==> config.mk <==
export PLATFORM = sky130hd
export DESIGN_NAME = sacr_ctrl
export DESIGN_NICKNAME = d
export VERILOG_FILES = /design/src/hdl/sacr_pkg.sv /design/src/hdl/sacr_ctrl.sv
export SDC_FILE = /design/constraint.sdc
export NUM_CORES = 1
export LEC_CHECK = 0
export ABC_AREA = 0
export BUFFER_PORTS_ARGS = -buffer_cell sky130_fd_sc_hd__buf_4
export CAP_MARGIN = 20
export CELL_PAD_IN_SITES_DETAIL_PLACEMENT = 1
export CELL_PAD_IN_SITES_GLOBAL_PLACEMENT = 2
export CORE_AREA = 2 2 39 41
export CTS_CLUSTER_DIAMETER = 150
export CTS_CLUSTER_SIZE = 25
export DETAILED_ROUTE_END_ITERATION = 10
export DIE_AREA = 0 0 41 43
export PLACE_DENSITY = 0.62
export SYNTH_ARGS = -nofsm -noshare
export SYNTH_HDL_FRONTEND = slang
export SYNTH_SLANG_ARGS = --single-unit
export TNS_END_PERCENT = 20
==> constraint.sdc <==
create_clock -name clk -period 1.8 [get_ports clk]
set_clock_uncertainty 0.05 [all_clocks]
set_input_delay 0.09 -clock clk [delete_from_list [all_inputs] [get_ports clk]]
set_output_delay 0.09 -clock clk [all_outputs]
set_load 0.005 [all_outputs]
==> src/hdl/sacr_pkg.sv <==
package sacr_pkg;

  localparam int LINE_BYTES  = 64;
  localparam int WAY_COUNT   = 4;
  localparam int SET_COUNT   = 512;
  localparam int SIG_BITS    = 10;
  localparam int ADDR_BITS   = 48;
  localparam int TIME_BITS   = 48;
  localparam int USE_BITS    = 32;
  localparam int CNT_BITS    = 5;

  localparam int OFF_W       = $clog2(LINE_BYTES);
  localparam int SET_W       = $clog2(SET_COUNT);
  localparam int TAG_W       = ADDR_BITS - OFF_W - SET_W;
  localparam int WAY_W       = $clog2(WAY_COUNT);
  localparam int SIG_ENTRIES = 1 << SIG_BITS;
  localparam int CLR_DEPTH   = (SET_COUNT > SIG_ENTRIES) ? SET_COUNT : SIG_ENTRIES;
  localparam int CLR_W       = $clog2(CLR_DEPTH);

  localparam logic [CNT_BITS-1:0] CNT_MAX = '1;

  localparam logic [1:0] POLICY_LRU  = 2'd0;
  localparam logic [1:0] POLICY_LFU  = 2'd1;
  localparam logic [1:0] POLICY_SHIP = 2'd2;

  typedef struct packed {
    logic [ADDR_BITS-1:0] address;
    logic                 is_store;
    logic [ADDR_BITS-1:0] pc;
    logic [TIME_BITS-1:0] stamp;
  } in_word_t;

  typedef struct packed {
    logic                 hit;
    logic                 evicted;
    logic [ADDR_BITS-1:0] evict_address;
  } out_word_t;

  typedef struct packed {
    logic [TAG_W-1:0]     tag;
    logic                 valid;
    logic                 dirty;
    logic [TIME_BITS-1:0] touch;
    logic [USE_BITS-1:0]  use_cnt;
    logic                 reused;
    logic [SIG_BITS-1:0]  sig;
  } way_t;

  typedef way_t [WAY_COUNT-1:0] row_t;

  typedef enum logic [1:0] {
    ST_CLEAR,
    ST_IDLE,
    ST_LOOKUP,
    ST_UPDATE
  } state_t;

  typedef struct packed {
    logic clear;
    logic start;
    logic lookup;
    logic update;
  } cmd_t;

  typedef struct packed {
    logic clear_last;
  } sts_t;

endpackage

==> src/hdl/sacr_ctrl.sv <==
module sacr_ctrl
  import sacr_pkg::*;
(
  input  logic clk,
  input  logic rst_n,
  input  logic in_valid,
  input  logic out_stall,
  input  sts_t sts,
  output cmd_t cmd,
  output logic in_stall,
  output logic out_valid
);

  state_t state_r, state_nxt;
  logic   out_valid_r, out_valid_nxt;
  logic   out_busy;

  assign out_busy = out_valid_r && out_stall;

  always_comb begin
    state_nxt = state_r;
    case (state_r)
      ST_CLEAR:  if (sts.clear_last) state_nxt = ST_IDLE;
      ST_IDLE:   if (in_valid) state_nxt = ST_LOOKUP;
      ST_LOOKUP: state_nxt = ST_UPDATE;
      ST_UPDATE: if (!out_busy) state_nxt = ST_IDLE;
      default:   state_nxt = ST_CLEAR;
    endcase
  end

  always_comb begin
    cmd = '0;
    case (state_r)
      ST_CLEAR:  cmd.clear = 1'b1;
      ST_IDLE:   cmd.start = in_valid;
      ST_LOOKUP: cmd.lookup = 1'b1;
      ST_UPDATE: cmd.update = !out_busy;
      default:   cmd = '0;
    endcase
  end

  always_comb begin
    out_valid_nxt = out_busy || cmd.update;
  end

  always_ff @(posedge clk) begin
    if (!rst_n) begin
      state_r     <= ST_CLEAR;
      out_valid_r <= 1'b0;
    end else begin
      state_r     <= state_nxt;
      out_valid_r <= out_valid_nxt;
    end
  end

  assign in_stall  = (state_r != ST_IDLE);
  assign out_valid = out_valid_r;

endmodule

* Word-level counts from Yosys, hierarchy flattened *
Index checks and enable logic that the tools add are counted.

word-level totals
  register bits = 3
  input bits = 5
  output and inout port bits = 6

cells by class
  equal/unequal tests = 7
  multiplexer cells = 8
  reduce and logical (&&, ||, !) cells = 5

operators with widths
  kind                  number
  $pmux W2 S4           1
  $mux W2               3
  $ne A2 B2 Y1 const B  3
  $eq A2 B2 Y1 const B  2
  $mux W1               4
  $reduce_and A3 Y1     1
  $eq A2 B1 Y1 const B  1
  $logic_not A2 Y1      1
  $ne A2 B1 Y1 const B  1
  $logic_and A1 B1 Y1   1
  $logic_not A1 Y1      1
  $logic_or A1 B1 Y1    1

* Longest topological paths before layout *
  depth after elaboration = 4
  mapped depth = 5
  gate-level depth less buffers = 5

* Worst setup path before layout *
OpenSTA, ideal clock, no wires.

  path type = reg-to-reg
  from = register state_r[0]
  to = register state_r[0]
  setup time = 0.072 ns
  arrival time = 1.291 ns
  data required time = 1.678 ns
  slack = 0.387 ns
  cell stages (with the launch flop) = 5
  path through = dfxtp_1 > inv_1 > ha_1 > a222oi_1 > mux2i_1

on the way
  word-level cells in the longest chain between the ends = 3
  elaborated cells on any way between the ends = 9
  those cells by class = 6 x eq/ne; 1 x mux; 2 x reduce/logical

ends and longest elaborated chain
  item                                  RTL line         RTL
  from (decl)                           sacr_ctrl.sv:14  state_t state_r, state_nxt;
  from (signal assigned)                sacr_ctrl.sv:51  state_r <= state_nxt;
  $eq A2 B2 Y1 (tied with other cells)  sacr_ctrl.sv:22  case (state_r)
  $ne A2 B2 Y1 (no line)                n/a
  $reduce_and A3 Y1 (no line)           n/a

Several ways; a longest one is shown, not always the timed one.
A chain may end at the register's enable or synchronous reset.

* Worst setup path after layout *
Ends and elaborated chain as after synthesis.

==> summary.txt <==
Route
  – Post-Route WL: 484 um
  – DRC: 0
  – Initial DRC Count: 3
  – Vias per Instance: 3.64
  – DRT Pass-1 Iters: 4
  – Via count: 193
  – Drt wl/cell: 9.13 um
  – Final ANT Viol Nets: 0

Place
  – HPWL after detailed placement: 426 um
  – I/O Buffers: 10
  – Final RePlAce weighted congestion: 0.591

Timing
  – Crit path time final: 1.50 ns
  – Final hold vios: 0
  – Fmax: 0.666 GHz
  – Slew headroom: 0.676
  – Max Slew Vio Count: 0
  – Final setup TNS: 0 ns
  – Final setup violation count: 0
  – Worst slew pin tran: 0.486 ns
  – Period utilization: 0.835
  – RSZ-0062 raised after global routing: false

Synth
  – Mapped Area: 203 um2
  – Post-Syn Instances: 23
  – Sequential area share after synthesis: 0.296
  – Synth cell types: 10
  – Syn nets: 32
  – Avg Inst Size Synth: 8.81 um2
  – YS warnings: 0
  – Synth Register Bits: 3

Critical path
  – Worst endpoint data arrival time: 1.61 ns
  – Worst r2r src: state_r[0]
  – Slowest cell on crit path: a222oi_1
  – Crit path largest cell delay: 0.48 ns
  – Critical path class: reg -> reg
  – Instance count on the critical path: 4
  – Worst Reg-to-Reg Cells: 4
  – CP Buf/Inv Count: 1
  – Setup crit end kind: flip-flop
  – Family with the most delay on the worst path: compound AO/OA/AOI/OAI gates
  – Crit-path max FO: 4
  – Critical-path cell list: inv_1 -> ha_1 -> a222oi_1 -> mux2i_1
  – CP Launch Type: flip-flop
  – Critical path launch point: state_r[0]
  – Worst EP required: 1.91 ns

Run
  – Total of max-cap violations: 0

Pwr
  – Max VDD drop: 0.332 mV
  – Lkg Pwr: 0.175 nW
  – Comb power frac: 0.436
  – Sequential power share: 0.262
  – Power Total: 394 uW
  – Switching part of the total power: 0.326
  – Int Pwr: 266 uW
  – PwrDens: 1220 nW/um2
  – Psw: 128 uW
  – Clock network power share: 0.302

Die
  – Initial Utilization: 0.146
  – Row Count: 14
  – Core area: 1380 um2
  – # IOs: 11
  – Die Span Y: 43 um
  – Die span in x: 41 um
  – Die area: 1760 um2

Clock network
  – Hold-fix buffers, CTS: 0
  – CTS max path bufs: 2
  – Root Driver: clkbuf_4
  – CTS tree: built
  – CTS resizes: 0
  – Worst-path clk slew: 0.04 ns
  – H-tree depth: 1
  – Worst skew pair latency: 0.23 ns
  – Clock tree sinks: 3
  – Post-CTS Setup Bufs: 0
  – Number of CTS-inserted buffers: 3

GRT
  – GRT overflow: 0
  – First-pass GRT wire length: 793 um
  – GRT Overall Usage: 0.0752
  – Antenna violations before repair: 0
  – Vias in the first global route: 223
  – Largest net degree at the start of global routing: 6

Worst hold path
  – Worst min path class: in -> reg
  – Hold depth: 2
  – Min-delay src: rst_n

Finish
  – Nets: 47
  – Most frequent cells in the layout: buf_4 (10), inv_1 (5), nand2_1 (4), ha_1 (4)
  – Layout cells sized above 1: 0.405
  – Diodes inserted: 0
  – Area grow syn2layout: 59.9%
  – Layout fillers: 174
  – Commonest non-fill, non-tap cell in the layout: buf_4

Status
  – Status: finished clean
power groups by stage:
| stage | sequential [mW] | clock, mW | combinational (mW) |
|---|---|---|---|
| global route | 0.108 | 0.134 | 0.194 |
| global placement | 0.103 | 0 | 0.177 |
| finish | 0.103 | 0.119 | 0.172 |
| floorplan | 0.101 | 0 | 0.0965 |
| CTS | 0.103 | 0.127 | 0.178 |
| detailed placement | 0.104 | 0 | 0.178 |
cells in the mapped netlist:
cell | n | share of area
o21a_1 | 1 | 0.037
inv_1 | 5 | 0.093
and2_4 | 1 | 0.043
dfxtp_1 | 3 | 0.30
a222oi_1 | 1 | 0.049
and2b_2 | 1 | 0.043
nand2_1 | 4 | 0.074
nor2_1 | 1 | 0.019
ha_1 | 4 | 0.25
mux2i_1 | 2 | 0.099
routing by layer:
metal,global-route usage,up-vias,share of wire
met5,0,-,0
met3,0.0471,0,0.11
li1,-,99,-
met4,0.0800,0,0
met2,0.125,9,0.59
met1,0.0447,85,0.30
path summary, 6_finish.rpt:
check / endpoint / slack (ns)
hold / removal: out_valid / 0.05
hold reg to reg: state_r[0] / 0.45
setup reg to reg: state_r[0] / 0.30
setup / recovery: state_r[0] / 0.30
logic make-up after synthesis:
family / synth area share
DFF: 0.296
AOI/OAI and AO/OA: 0.0864
and+or+nand+nor: 0.179
adders and majority gates: 0.247
buffers and inverters: 0.0926
muxes: 0.0988
metrics by stage:
step | utilization | hold WS [ns] | cells | setup slack (ns) | area, um2
final | 0.234 | 0.0483 | 53 | 0.298 | 324
after CTS | 0.234 | 0.0428 | 53 | 0.263 | 324
after global routing | 0.234 | 0.0559 | 53 | 0.167 | 324
after detailed placement | 0.215 | 0.294 | 49 | 0.270 | 298
after global placement | 0.215 | 0.287 | 49 | 0.315 | 298
after floorplan | - | 0.157 | 23 | 0.387 | 203
flip-flops by register name, indices dropped and copies added, names as in the netlist:
signal / cells
state_r: 2
out_valid: 1
cell type report:
class | instances | area [um2] | share of cell area
multi-input combinational | 15 | 124 | 0.382
sequential | 3 | 60.1 | 0.185
clock buffer | 4 | 26.3 | 0.0811
timing repair buffer | 10 | 75.1 | 0.232
inverter | 5 | 18.8 | 0.0579
tap | 16 | 20.0 | 0.0618
No activity file was read; power rests on OpenSTA's default activity.
